--- src/rtl/dtpm_pkg.sv ---
`timescale 1ns / 1ps

package dtpm_pkg;

    // field widths
    localparam int SampleW = 10;
    localparam int HitsW   = 8;
    localparam int TimeW   = 32;

    // stream widths, padded to whole bytes
    localparam int SDataW = 16;
    localparam int MDataW = 32;

    // configuration port
    localparam int CfgIdxW  = 1;
    localparam int CfgDataW = 10;

    // register indexes
    localparam logic [CfgIdxW-1:0] RegThreshold    = 1'd0;
    localparam logic [CfgIdxW-1:0] RegDebounceHits = 1'd1;

    // reset values of the registers
    localparam logic [SampleW-1:0] ThresholdRst    = 10'd32;
    localparam logic [HitsW-1:0]   DebounceHitsRst = 8'd5;

    // item kinds carried on tuser
    localparam logic ActTick   = 1'b0;
    localparam logic ActSample = 1'b1;

    // one input beat
    typedef struct packed {
        logic               action;
        logic [SampleW-1:0] sample;
    } t_item;

    // configuration seen by the core
    typedef struct packed {
        logic [SampleW-1:0] threshold;
        logic [HitsW-1:0]   hits_needed;
    } t_cfg;

    // what the core reports for the item it holds
    typedef struct packed {
        logic             emit;
        logic [TimeW-1:0] period;
    } t_res;

endpackage

--- src/rtl/debounced_threshold_period_meter_unit.sv ---
`timescale 1ns / 1ps

// Channel   Direction  Handshake                 Payload
// s_axis    in         s_axis_tvalid/tready      tdata: sample; tuser: action
// m_axis    out        m_axis_tvalid/tready      tdata: period_ticks
// cfg       in         i_cfg_we (no wait)        i_cfg_idx, i_cfg_data
//
// One beat is taken every cycle unless the held beat waits for a full output; a beat
// is held in the input register and its result, if any, is then registered on output.
// Synchronous active-low reset clears the phase, hit counters, time and marks.
// A stalled output only holds back a sample that would produce a result;
// ticks and other samples keep flowing past a waiting result.

module debounced_threshold_period_meter_unit import dtpm_pkg::*; (
    input  logic                i_clk,
    input  logic                i_rst_n,
    input  logic                s_axis_tvalid,
    output logic                s_axis_tready,
    input  logic [SDataW-1:0]   s_axis_tdata,   // [9:0] sample, [15:10] zero
    input  logic                s_axis_tuser,   // [0] action
    output logic                m_axis_tvalid,
    input  logic                m_axis_tready,
    output logic [MDataW-1:0]   m_axis_tdata,   // [31:0] period_ticks
    input  logic                i_cfg_we,
    input  logic [CfgIdxW-1:0]  i_cfg_idx,
    input  logic [CfgDataW-1:0] i_cfg_data
);

    t_cfg               r_cfg;
    logic               r_in_valid;
    t_item              r_item;
    logic               r_out_valid;
    logic [TimeW-1:0]   r_out_data;
    t_res               res;
    logic               out_free;
    logic               fire;

    // configuration registers
    always_ff @(posedge i_clk) begin
        if (!i_rst_n) begin
            r_cfg.threshold   <= ThresholdRst;
            r_cfg.hits_needed <= DebounceHitsRst;
        end else if (i_cfg_we) begin
            case (i_cfg_idx)
                RegThreshold:    r_cfg.threshold   <= i_cfg_data[SampleW-1:0];
                RegDebounceHits: r_cfg.hits_needed <= i_cfg_data[HitsW-1:0];
                default: ;
            endcase
        end
    end

    // held item moves on unless it needs a full output slot
    assign out_free      = !r_out_valid || m_axis_tready;
    assign fire          = r_in_valid && (!res.emit || out_free);
    assign s_axis_tready = !r_in_valid || fire;

    // input register
    always_ff @(posedge i_clk) begin
        if (!i_rst_n) begin
            r_in_valid <= 1'b0;
        end else if (s_axis_tready) begin
            r_in_valid <= s_axis_tvalid;
        end
    end

    always_ff @(posedge i_clk) begin
        if (s_axis_tready && s_axis_tvalid) begin
            r_item.action <= s_axis_tuser;
            r_item.sample <= s_axis_tdata[SampleW-1:0];
        end
    end

    dtpm_core u_core (
        .i_clk   (i_clk),
        .i_rst_n (i_rst_n),
        .i_fire  (fire),
        .i_item  (r_item),
        .i_cfg   (r_cfg),
        .o_res   (res)
    );

    // output register
    always_ff @(posedge i_clk) begin
        if (!i_rst_n) begin
            r_out_valid <= 1'b0;
        end else if (fire && res.emit) begin
            r_out_valid <= 1'b1;
        end else if (m_axis_tready) begin
            r_out_valid <= 1'b0;
        end
    end

    always_ff @(posedge i_clk) begin
        if (fire && res.emit) begin
            r_out_data <= res.period;
        end
    end

    assign m_axis_tvalid = r_out_valid;
    assign m_axis_tdata  = r_out_data;

    // a result-producing item always lands in the output register
    a_emit_lands: assert property (@(posedge i_clk) disable iff (!i_rst_n)
        fire && res.emit |=> r_out_valid)
        else $error("result lost");

    // a result never overwrites one still waiting
    a_no_overwrite: assert property (@(posedge i_clk) disable iff (!i_rst_n)
        r_out_valid && !m_axis_tready |-> !(fire && res.emit))
        else $error("waiting result overwritten");

    // a blocked item stays in the input register
    a_hold_item: assert property (@(posedge i_clk) disable iff (!i_rst_n)
        r_in_valid && !fire |=> r_in_valid && $stable(r_item))
        else $error("blocked item dropped");

    // not ready only while an item is held
    a_ready_reason: assert property (@(posedge i_clk) disable iff (!i_rst_n)
        !s_axis_tready |-> r_in_valid && res.emit && !out_free)
        else $error("input stalled without cause");

endmodule

--- src/rtl/dtpm_core.sv ---
`timescale 1ns / 1ps

module dtpm_core import dtpm_pkg::*; (
    input  logic  i_clk,
    input  logic  i_rst_n,
    input  logic  i_fire,   // item in the input register is consumed this cycle
    input  t_item i_item,
    input  t_cfg  i_cfg,
    output t_res  o_res
);

    typedef enum logic [2:0] {
        PH_WAIT_FALL = 3'd0,
        PH_DEB_FALL  = 3'd1,
        PH_FALL_SEEN = 3'd2,
        PH_WAIT_RISE = 3'd3,
        PH_DEB_RISE  = 3'd4,
        PH_RISE_SEEN = 3'd5
    } t_phase;

    t_phase             r_phase,     n_phase;
    logic [HitsW-1:0]   r_low_hits,  n_low_hits;
    logic [HitsW-1:0]   r_high_hits, n_high_hits;
    logic [TimeW-1:0]   r_time_now,  n_time_now;
    logic [TimeW-1:0]   r_rise_mark, n_rise_mark;
    logic [TimeW-1:0]   r_fall_mark, n_fall_mark;
    logic [TimeW-1:0]   r_high_time, n_high_time;
    logic               below;
    logic [HitsW-1:0]   low_inc;
    logic [HitsW-1:0]   high_inc;

    assign below    = i_item.sample < i_cfg.threshold;
    assign low_inc  = r_low_hits + 1'b1;
    assign high_inc = r_high_hits + 1'b1;

    // result goes out on the sample that follows an accepted rising edge
    assign o_res.emit   = (i_item.action == ActSample) && (r_phase == PH_RISE_SEEN);
    assign o_res.period = (r_time_now - r_fall_mark) + r_high_time;

    // next state for the held item
    always_comb begin
        n_phase     = r_phase;
        n_low_hits  = r_low_hits;
        n_high_hits = r_high_hits;
        n_time_now  = r_time_now;
        n_rise_mark = r_rise_mark;
        n_fall_mark = r_fall_mark;
        n_high_time = r_high_time;
        if (i_item.action == ActTick) begin
            n_time_now = r_time_now + 1'b1;
        end else begin
            case (r_phase)
                PH_DEB_FALL: begin
                    if (below) begin
                        n_low_hits = low_inc;
                        if (low_inc >= i_cfg.hits_needed) n_phase = PH_FALL_SEEN;
                    end else begin
                        n_low_hits = '0;
                    end
                end
                PH_FALL_SEEN: begin
                    n_fall_mark = r_time_now;
                    n_high_time = r_time_now - r_rise_mark;
                    n_phase     = PH_WAIT_RISE;
                end
                PH_WAIT_RISE: begin
                    if (!below) begin
                        n_phase     = PH_DEB_RISE;
                        n_low_hits  = '0;
                        n_high_hits = HitsW'(1);
                    end
                end
                PH_DEB_RISE: begin
                    if (!below) begin
                        n_high_hits = high_inc;
                        if (high_inc >= i_cfg.hits_needed) n_phase = PH_RISE_SEEN;
                    end else begin
                        n_high_hits = '0;
                    end
                end
                PH_RISE_SEEN: begin
                    n_rise_mark = r_time_now;
                    n_phase     = PH_WAIT_FALL;
                end
                default: begin
                    // waiting for the falling edge
                    if (below) begin
                        n_phase     = PH_DEB_FALL;
                        n_low_hits  = HitsW'(1);
                        n_high_hits = '0;
                    end else begin
                        n_phase = PH_WAIT_FALL;
                    end
                end
            endcase
        end
    end

    // state update, one item per cycle while i_fire is high
    always_ff @(posedge i_clk) begin
        if (!i_rst_n) begin
            r_phase     <= PH_WAIT_FALL;
            r_low_hits  <= '0;
            r_high_hits <= '0;
            r_time_now  <= '0;
            r_rise_mark <= '0;
            r_fall_mark <= '0;
            r_high_time <= '0;
        end else if (i_fire) begin
            r_phase     <= n_phase;
            r_low_hits  <= n_low_hits;
            r_high_hits <= n_high_hits;
            r_time_now  <= n_time_now;
            r_rise_mark <= n_rise_mark;
            r_fall_mark <= n_fall_mark;
            r_high_time <= n_high_time;
        end
    end

    // the sample after an accepted falling edge stamps it and starts the rising half
    a_fall_to_rise: assert property (@(posedge i_clk) disable iff (!i_rst_n)
        i_fire && i_item.action == ActSample && r_phase == PH_FALL_SEEN
        |=> r_phase == PH_WAIT_RISE && r_fall_mark == $past(r_time_now))
        else $error("fall timestamp not taken");

    // ticks move only the time counter
    a_tick_keeps_phase: assert property (@(posedge i_clk) disable iff (!i_rst_n)
        i_fire && i_item.action == ActTick
        |=> $stable(r_phase) && r_time_now == $past(r_time_now) + 1'b1)
        else $error("tick disturbed the phase");

    // a result is only reported for a sample beat
    a_emit_sample: assert property (@(posedge i_clk) disable iff (!i_rst_n)
        o_res.emit |-> i_item.action == ActSample)
        else $error("result on a tick");

endmodule

--- config.mk ---
export PLATFORM = sky130hd
export DESIGN_NAME = debounced_threshold_period_meter_unit
export DESIGN_NICKNAME = d
export VERILOG_FILES = /design/src/rtl/dtpm_pkg.sv /design/src/rtl/debounced_threshold_period_meter_unit.sv /design/src/rtl/dtpm_core.sv
export SDC_FILE = /design/constraint.sdc
export NUM_CORES = 1
export LEC_CHECK = 0
export BUFFER_PORTS_ARGS = -buffer_cell sky130_fd_sc_hd__buf_2
export CAP_MARGIN = 40
export CORE_MARGIN = 2
export CORE_UTILIZATION = 50
export DETAILED_ROUTE_END_ITERATION = 16
export PLACE_DENSITY = 0.77
export REMOVE_ABC_BUFFERS = 1
export SYNTH_ARGS = -nofsm -noshare
export SYNTH_HDL_FRONTEND = slang
export SYNTH_SLANG_ARGS = --single-unit
--- constraint.sdc ---
create_clock -name i_clk -period 4.6 [get_ports i_clk]
set_input_delay 0.23 -clock i_clk [delete_from_list [all_inputs] [get_ports i_clk]]
set_output_delay 0.23 -clock i_clk [all_outputs]
set_load 0.005 [all_outputs]
==> results of run 1 <==
-- cell families after synthesis --
kind of cell | Yosys count | synth area share
compound gates | 371 | 0.178
xor+xnor | 94 | 0.0649
fa+ha+maj | 123 | 0.140
mux | 2 | 0.00158
buf+inv | 249 | 0.0739
simple gates | 508 | 0.176
flops | 210 | 0.365
-- worst reg2reg max path, cell delays in order, from the launching register on --
cell	delay, ns
dfxtp_1	0.46
inv_1	0.17
fa_1	0.50
inv_1	0.07
ha_1	0.33
a211oi_2	0.23
nor2_1	0.10
o31a_1	0.31
a211o_1	0.37
a41oi_2	0.34
o31ai_1	0.17
a311oi_1	0.33
xnor2_1	0.11
-- worst max path at each step --
stage                                        end                  from  slack, ns  cells past startpoint
after floorplan           u_core.r_high_time[11]     u_core.r_phase[1]      -0.02                      5
after global routing            m_axis_tdata[31]  u_core.r_time_now[1]       0.72                     12
final                           m_axis_tdata[31]  u_core.r_time_now[1]       0.84                     12
after CTS                       m_axis_tdata[29]  u_core.r_time_now[1]       0.88                     12
after detailed placement        m_axis_tdata[29]  u_core.r_time_now[1]       0.90                     12
after global placement          m_axis_tdata[29]  u_core.r_time_now[1]       0.97                     12
-- area by class of cell --
cell class | count | share of cell area
Clock inverter | 10 | 0.0103
Clock buffer | 34 | 0.0495
Inverter | 190 | 0.0499
Tap cell | 330 | 0.0288
Multi-Input combinational cell | 1098 | 0.496
Timing Repair Buffer | 91 | 0.0421
Sequential cell | 210 | 0.323
-- state kept, by name (all words and copies together) (netlist names) --
register            cells
u_core.r_high_hits      8
u_core.r_low_hits       8
r_in_valid              1
m_axis_tvalid           1
m_axis_tdata           32
u_core.r_rise_mark     32
u_core.r_fall_mark     32
u_core.r_time_now      32
u_core.r_phase          3
r_item                 11
u_core.r_high_time     32
r_cfg                  18
-- power groups by stage --
stage	clock, mW	sequential [mW]	combinational [mW]
floorplan	0	1.95	0.139
global placement	0	1.95	0.189
detailed placement	0	1.96	0.196
CTS	2.07	1.92	0.212
global route	2.14	1.92	0.240
finish	2.03	1.92	0.214
-- layout by cell type, fill, tap and decap left out, types with 12 or more instances in the layout --
cell           netlist  final
nand2_1            265    265
inv_1              189    188
a21oi_1            169    169
dfxtp_1            167    167
nor2_1              99     99
ha_1                91     91
o21ai_0             66     66
xnor2_1             64     64
buf_2                2     60
edfxtp_1            43     43
nand3_1             37     37
a21o_1              33     33
fa_1                32     32
xor2_1              30     30
clkbuf_16            0     25
nand4_1             22     22
dlygate4sd3_1        0     22
nor3_1              18     17
a211oi_1            14     14
o21a_1              12     12
o21bai_1            12     12
nand2b_1            12     12
-- what timing repair did --
| item | CTS | global route |
|---|---|---|
| endpoints found under the hold margin | 30 | 0 |
| hold buffers | 22 | 0 |
| endpoints found under the setup margin | 0 | 0 |
-- per-layer routing --
layer  global-route usage  vias up  share of wire
li1                     -     5368              -
met1                0.273     4896           0.45
met2                0.364      292           0.47
met3               0.0254       57          0.050
met4               0.0555        0          0.024
met5                    0        -              0
-- metrics by stage --
step	util	hold slack [ns]
finish	0.573	0.0537
CTS	0.573	0.0407
global route	0.573	0.0848
detailed placement	0.530	0.408
floorplan	-	0.302
global placement	0.528	0.406
==> impl_metrics.csv, run 1 <==
group,metric,value,unit
hold_path,hold_end,"m_axis_tvalid",
timing,setup_ws,0.841,ns
synth,ys_ff_latch,210,
setup_path,crit_type,"reg -> reg",
hold_path,hold_class,"in -> reg",
timing,setup_viol,0,
routing,wl,27900,µm
clock_network,cts_tree,"done",
die,start_util,0.507,
setup_path,cp_slowest_cell,"fa_1",
final_layout,regArea,4630,µm²
synth,netlist_area,12700,µm²
placement,place_congestion,0.923,
routing,dr.pass1.iters,5,
final_layout,antennaDiodeCount,0,
timing,max_slew_margin,0.464,
setup_path,worstPathRequired,4.87,ns
routing,ant_nets,0,
hold_path,min-delay-start,"m_axis_tready",
synth,synthCells,1557,
setup_path,slowest_delay,0.50,ns
final_layout,drive_above_1_share,0.0765,
setup_path,cp-start-kind,"flip-flop",
setup_path,ff2ff_path_depth,12,
timing,maxSlewViolCount,0,
clock_network,insertion_delay,0.52,ns
power,comb_power_share,0.051,
clock_network,cts.path.max_buffers,3,
setup_path,regToRegSetupSlack,0.84,ns
synth,synth.distinct_cells,62,
synth,synth_top_area_cell,"dfxtp_1",
final_layout,multi_input_area,7120,µm²
global_route,grt_pass1_wl,46300,µm
hold_path,whs_path_depth,4,
placement,pre_cts_ws,0.903,ns
power,clockPowerShare,0.488,
setup_path,cp.arrival,4.03,ns
global_route,grt_usage,0.208,
global_route,antenna_found_initial,0,
power,p_per_area,290,nW/µm²
routing,vias,10600,
synth,synth.top_cell.area_share,0.264,
final_layout,filler_cell_count,2202,
timing,rsz0062_at_grt,"no",
setup_path,worst-path-buf-inv,2,
global_route,overflow,0,
routing,viasPerCell,5.41,
setup_path,crit_top_cell,"inv_1",
power,p_leak,5.86,nW
final_layout,final_area,14300,µm²
routing,drt_iter0_drc,729,
die,dieArea,26700,µm²
synth,synthFlopType,"dfxtp_1",
timing,fin_tns_setup,0,ns
final_layout,nets,1771,
placement,io_buffers,60,
synth,synth.area.top_cells,"dfxtp_1, edfxtp_1, ha_1",
global_route,grt_max_degree,75,
power,p_int,3.24,mW
synth,syn_avg_cell_area,8.15,µm²
timing,hold_viol,0,
setup_path,cp-end-kind,"flip-flop",
timing,fin_crit_sh,0.817,
placement,postPlaceCellArea,13300,µm²
die,dieHeight,163,µm
power,p_seq_frac,0.461,
synth,yosysWarnings,0,
final_layout,area_growth,13.1,%
power,p_switching,0.919,mW
clock_network,numCtsBuffers,24,
die,rows,58,
power,total_power,4.16,mW
timing,min_period,3.76,ns
setup_path,rr_startpoint,"u_core.r_time_now[1]",
synth,yosysSeqAreaShare,0.365,
clock_network,postCtsSetupBuffers,0,
global_route,grt_pass1_vias,9925,
status,status,"finished, final reports clean",
timing,fmax,0.266,GHz
synth,synth-edff-count,43,
die,die_w,163,µm
power,swShare,0.221,
placement,hpwl,19400,µm
die,core,25000,µm²
setup_path,r2r_end,"m_axis_tdata[31]",
synth,async_reset_ff_frac,0,
clock_network,root_buffer,"clkbuf_16",
synth,synth_common_cells,"nand2_1, inv_1, a21oi_1",
timing,tightest_slew,0.804,ns
routing,wl_per_cell,14.2,µm
setup_path,path_max_fanout,7,
final_layout,stdcell_count,1963,
flow_run,drv_cap,0,
synth,yosysMostFrequentCell,"nand2_1",
timing,fin_worst_skew,0.0181,ns
placement,placed_cells,1897,
clock_network,htree_levels,1,
die,pin_count,67,
routing,post-route-drc-count,0,
setup_path,path_cells,"inv_1 -> fa_1 -> inv_1 -> ha_1 -> a211oi_2 -> nor2_1 -> o31a_1 -> a211o_1 -> a41oi_2 -> o31ai_1 -> a311oi_1 -> xnor2_1",
power,ir_worst_vdd,0.238,mV
clock_network,cts.sinks,210,
clock_network,clkTransAtPathRegs,0.06,ns
setup_path,critical-path-top-delay-family,"compound AO/OA/AOI/OAI gates",
clock_network,post_cts_resized,0,
No activity file was read; power rests on OpenSTA's default activity.
==> run 2: changes to the inputs <==
--- a/config.mk
+++ b/config.mk
@@ -10,7 +10,7 @@
 export CORE_MARGIN = 2
 export CORE_UTILIZATION = 50
 export DETAILED_ROUTE_END_ITERATION = 16
-export PLACE_DENSITY = 0.77
+export PLACE_DENSITY = 0.8
 export REMOVE_ABC_BUFFERS = 1
 export SYNTH_ARGS = -nofsm -noshare
 export SYNTH_HDL_FRONTEND = slang
==> constraint.sdc (replaced) <==
create_clock -name i_clk -period 3.1 [get_ports i_clk]
set_input_delay 0.155 -clock i_clk [delete_from_list [all_inputs] [get_ports i_clk]]
set_output_delay 0.155 -clock i_clk [all_outputs]
set_load 0.005 [all_outputs]
==> run 2 against run 1 <==
The flow now finishes with violations (negative setup slack). Critical endpoint is now m_axis_tdata[25]. Core utilization rose by 3.2 points. Die area did not move. Critical path type unchanged. Sequential share of layout area fell by 1.7 points. Largest cell class unchanged.
==> impl_metrics.csv, run 2 (synthesis results as in run 1) <==
group,metric,value,unit
timing,hold_viol,0,
power,ir_worst_vdd,0.380,mV
power,total_power,6.24,mW
setup_path,regToRegSetupSlack,-0.15,ns
timing,min_period,3.25,ns
setup_path,worstPathRequired,3.36,ns
clock_network,cts.path.max_buffers,3,
routing,wl_per_cell,14.4,µm
timing,max_slew_margin,0.469,
placement,io_buffers,60,
clock_network,clkTransAtPathRegs,0.06,ns
clock_network,cts_tree,"done",
die,dieHeight,163,µm
setup_path,path_max_fanout,4,
placement,place_congestion,0.961,
hold_path,hold_end,"r_cfg[0]",
routing,dr.pass1.iters,6,
power,p_per_area,412,nW/µm²
final_layout,nets,1862,
global_route,antenna_found_initial,0,
clock_network,root_buffer,"clkbuf_16",
die,pin_count,67,
global_route,grt_pass1_wl,49600,µm
final_layout,utilization,0.605,
setup_path,ff2ff_path_depth,13,
clock_network,numCtsBuffers,24,
setup_path,rr_startpoint,"u_core.r_high_time[1]",
hold_path,min-delay-start,"i_rst_n",
global_route,overflow,0,
final_layout,final_common_cell,"nand2_1",
timing,fmax,0.308,GHz
timing,setup_viol,7,
global_route,grt_pass1_vias,10800,
hold_path,hold_class,"in -> reg",
timing,setup_ws,-0.149,ns
global_route,grt_usage,0.222,
setup_path,crit_start,"u_core.r_high_time[1]",
status,failed_checks,"negative setup slack",
routing,vias,11100,
final_layout,antennaDiodeCount,0,
global_route,grt_max_degree,78,
timing,holdWs,0.0479,ns
clock_network,insertion_delay,0.54,ns
routing,viasPerCell,5.40,
routing,wl,29500,µm
timing,fin_crit_sh,1.05,
timing,tightest_slew,0.797,ns
timing,fin_worst_skew,0.0274,ns
die,die_w,163,µm
setup_path,cp-end-kind,"flip-flop",
routing,post-route-drc-count,0,
clock_network,cts.sinks,210,
setup_path,r2r_end,"m_axis_tdata[25]",
hold_path,whs_path_depth,3,
final_layout,area_growth,19.4,%
timing,maxSlewViolCount,0,
routing,ant_nets,0,
die,start_util,0.507,
status,status,"finished, violations left",
die,rows,58,
setup_path,cp.arrival,3.51,ns
setup_path,cp-start-kind,"flip-flop",
timing,rsz0062_at_grt,"yes",
final_layout,final_cell_mix,"nand2_1, inv_1, a21oi_1",
die,core,25000,µm²
flow_run,drv_cap,0,
final_layout,drive_above_1_share,0.140,
die,dieArea,26700,µm²
setup_path,crit_type,"reg -> reg",
placement,hpwl,20900,µm
power,p_leak,6.36,nW
clock_network,htree_levels,1,
placement,pre_cts_ws,-0.317,ns
routing,drt_iter0_drc,756,
[run 2: cell types whose count changed in the layout (fill, tap and decap cells not counted), moves of 3 or more]
| cell | change |
|---|---|
| o21ai_2 | +4 |
| clkbuf_8 | -3 |
| o21ai_1 | +5 |
| a21oi_2 | +3 |
| a21oi_1 | -3 |
| o21ai_0 | -9 |
| buf_4 | +91 |
[run 2: final cells by class]
class / count / area (µm²)
Inverter: 190 / 716
Timing Repair Buffer: 182 / 1290
Clock inverter: 14 / 190
Tap cell: 330 / 413
Fill cell: 2044 / 9890
Clock buffer: 30 / 666
Sequential cell: 210 / 4640
Multi-Input combinational cell: 1098 / 7240
[run 2: layer usage]
metal  vias up  wire length [µm]  global-route usage  share of wire
met2       311             14300               0.394           0.48
met5         -                 0                   0              0
met4         0               668              0.0696          0.023
li1       5552                 -                   -              -
met1      5169             13100               0.280           0.44
met3        59              1520              0.0279          0.052
[run 2: how the worst max path moves through the flow]
stage                                         to  slack (ns)  depth (start not counted)
after floorplan           u_core.r_high_time[11]       -1.52                          5
after global placement          m_axis_tdata[31]       -0.17                         12
after detailed placement        m_axis_tdata[31]       -0.32                         12
after CTS                       m_axis_tdata[29]       -0.08                         13
after global routing            m_axis_tdata[25]       -0.23                         13
final                           m_axis_tdata[25]       -0.15                         13
[run 2: repair_timing]
action	4_1_cts	5_1_grt
hold buffers	23	0
pin swaps	13	10
buffers inserted	9	2
hold endpoints to repair	31	0
resized for setup	16	22
setup endpoints to repair	14	15
[run 2: worst max-delay path, cell delays in order, from the launching register on]
cell,delay [ns]
dfxtp_2,0.33
inv_2,0.04
fa_1,0.54
inv_2,0.06
ha_4,0.24
a211oi_2,0.20
nor2_1,0.09
o31a_1,0.31
a21o_2,0.24
a221oi_2,0.27
buf_4,0.17
o31a_1,0.20
o21ai_0,0.14
xnor2_1,0.15
[run 2: stage by stage]
stage               instance area, µm²  std cells  TNS (ns)
floorplan                        12500       1498    -51.72
global placement                 13800       1975    -0.876
detailed placement               13900       1976     -2.15
CTS                              15100       2052    -0.288
global route                     15100       2054     -1.54
finish                           15100       2054    -0.608
[run 2: where the power goes]
part	switching [mW]	total (mW)	leakage, nW	internal [mW]
Clock	1.17	3.03	0.421	1.87
Combinational	0.203	0.371	4.18	0.168
Sequential	0.0215	2.84	1.75	2.82
Total	1.39	6.24	6.36	4.85
==> run 3: changes to the inputs <==
--- a/config.mk
+++ b/config.mk
@@ -12,6 +12,7 @@
 export DETAILED_ROUTE_END_ITERATION = 16
 export PLACE_DENSITY = 0.8
 export REMOVE_ABC_BUFFERS = 1
+export SKIP_CTS_REPAIR_TIMING = 1
 export SYNTH_ARGS = -nofsm -noshare
 export SYNTH_HDL_FRONTEND = slang
 export SYNTH_SLANG_ARGS = --single-unit
==> run 3 against run 2 <==
Combinational power hardly changed. Worst setup slack worse by 0.066 ns. Critical path depth stayed put. Sequential share of layout area is 0.065 points higher. The flow finishes with violations (negative hold slack, negative setup slack). Clock-buffer cell count stayed put. Hold slack worse by 0.058 ns. Sequential cell count stayed put. Die area stayed put. Register-to-register slack worse by 0.07 ns. Via count is 0.11% higher. Highest routed layer unchanged. Critical path type unchanged. Core utilization is 0.080 points lower.
==> impl_metrics.csv, run 3 (synthesis results as in run 1) <==
group,metric,value,unit
setup_path,worstPathRequired,3.35,ns
status,status,"finished, violations left",
hold_path,hold_class,"in -> reg",
routing,dr.pass1.iters,7,
die,rows,58,
setup_path,regToRegSetupSlack,-0.21,ns
timing,setup_ws,-0.214,ns
final_layout,filler_cell_count,2046,
power,p_leak,6.34,nW
setup_path,crit_start,"u_core.r_time_now[1]",
die,pin_count,67,
placement,io_buffers,60,
die,start_util,0.507,
setup_path,cp-end-kind,"flip-flop",
final_layout,antennaDiodeCount,0,
placement,hpwl,20900,µm
setup_path,ff2ff_path_depth,13,
final_layout,final_area,15100,µm²
global_route,overflow,0,
final_layout,final_cell_mix,"nand2_1, inv_1, a21oi_1",
clock_network,numCtsBuffers,24,
status,failed_checks,"negative hold slack, negative setup slack",
clock_network,root_buffer,"clkbuf_16",
final_layout,utilization,0.604,
clock_network,cts.path.max_buffers,3,
timing,fin_tns_setup,-0.772,ns
timing,fin_worst_skew,0.0310,ns
power,ir_worst_vdd,0.378,mV
timing,fmax,0.302,GHz
global_route,grt_pass1_vias,10600,
timing,rsz0062_at_grt,"yes",
global_route,grt_usage,0.218,
clock_network,htree_levels,1,
timing,hold_viol,1,
die,dieHeight,163,µm
routing,wl,29600,µm
timing,fin_crit_sh,1.07,
final_layout,nets,1857,
final_layout,drive_above_1_share,0.138,
timing,setup_viol,6,
power,p_per_area,413,nW/µm²
global_route,grt_max_degree,78,
setup_path,crit_type,"reg -> reg",
routing,vias,11100,
clock_network,cts.sinks,210,
clock_network,cts_tree,"done",
timing,holdWs,-0.0103,ns
placement,postPlaceCellArea,13900,µm²
setup_path,path_max_fanout,4,
die,die_w,163,µm
routing,wl_per_cell,14.5,µm
setup_path,r2r_end,"m_axis_tdata[29]",
final_layout,final_common_cell,"nand2_1",
routing,drt_iter0_drc,733,
setup_path,cp.arrival,3.57,ns
global_route,antenna_found_initial,0,
final_layout,area_growth,19.2,%
timing,max_slew_margin,0.470,
timing,tightest_slew,0.795,ns
routing,viasPerCell,5.42,
die,core,25000,µm²
timing,min_period,3.31,ns
placement,place_congestion,0.961,
routing,ant_nets,0,
global_route,grt_pass1_wl,48800,µm
clock_network,clkTransAtPathRegs,0.06,ns
setup_path,crit_path_end,"m_axis_tdata[29]",
clock_network,insertion_delay,0.54,ns
die,dieArea,26700,µm²
timing,maxSlewViolCount,0,
flow_run,drv_cap,0,
setup_path,rr_startpoint,"u_core.r_time_now[1]",
routing,post-route-drc-count,0,
setup_path,cp-start-kind,"flip-flop",
## run 3: changes by cell type in the layout (fill, tap and decap cells not counted), moves of 3 or more
| cell | delta |
|---|---|
| buf_4 | -5 |
| dfxtp_1 | -3 |
| dfxtp_2 | +3 |
| o21ai_1 | +3 |
| o21ai_2 | -3 |
## run 3: critical path, cell delays in order (launching register included)
cell      delay (ns)
dfxtp_2         0.33
inv_2           0.05
fa_1            0.55
inv_2           0.06
ha_4            0.21
a211oi_2        0.19
nor2_1          0.10
o31a_1          0.35
a21o_2          0.23
a221oi_2        0.27
buf_4           0.16
o31a_1          0.22
o221ai_2        0.13
xor2_1          0.18
## run 3: through the flow
| step | cells | power, mW | setup slack, ns |
|---|---|---|---|
| floorplan | 1498 | 3.10 | -1.52 |
| global placement | 1975 | 3.21 | -0.168 |
| detailed placement | 1976 | 3.22 | -0.317 |
| CTS | 2020 | 6.25 | -0.345 |
| global route | 2049 | 6.47 | -0.272 |
| finish | 2049 | 6.24 | -0.214 |
## run 3: area by class of cell
type,instances,area (µm²),area share
Clock buffer,30,666,0.0440
Multi-Input combinational cell,1098,7250,0.479
Timing Repair Buffer,177,1250,0.0826
Sequential cell,210,4640,0.307
Tap cell,330,413,0.0273
Inverter,190,716,0.0473
Clock inverter,14,190,0.0126
## run 3: worst min path at each step
stage / startpoint / cells past startpoint / endpoint / slack [ns]
final: m_axis_tready / 4 / m_axis_tvalid / -0.01
after CTS: s_axis_tdata[0] / 1 / r_item[0] / -0.23
after detailed placement: s_axis_tdata[2] / 1 / r_item[2] / 0.33
after floorplan: i_rst_n / 1 / r_cfg[0] / 0.23
after global placement: s_axis_tdata[2] / 1 / r_item[2] / 0.33
after global routing: m_axis_tready / 4 / m_axis_tvalid / 0.04
## run 3: routing by layer
| layer | track usage | share of wire |
|---|---|---|
| met2 | 0.382 | 0.48 |
| met5 | 0 | 0 |
| met4 | 0.0672 | 0.022 |
| met1 | 0.279 | 0.44 |
| met3 | 0.0277 | 0.054 |
## run 3: power breakdown
group	internal [mW]	total, mW	leakage [nW]	switching (mW)
Sequential	2.82	2.84	1.75	0.0214
Combinational	0.168	0.371	4.16	0.203
Clock	1.87	3.03	0.421	1.16
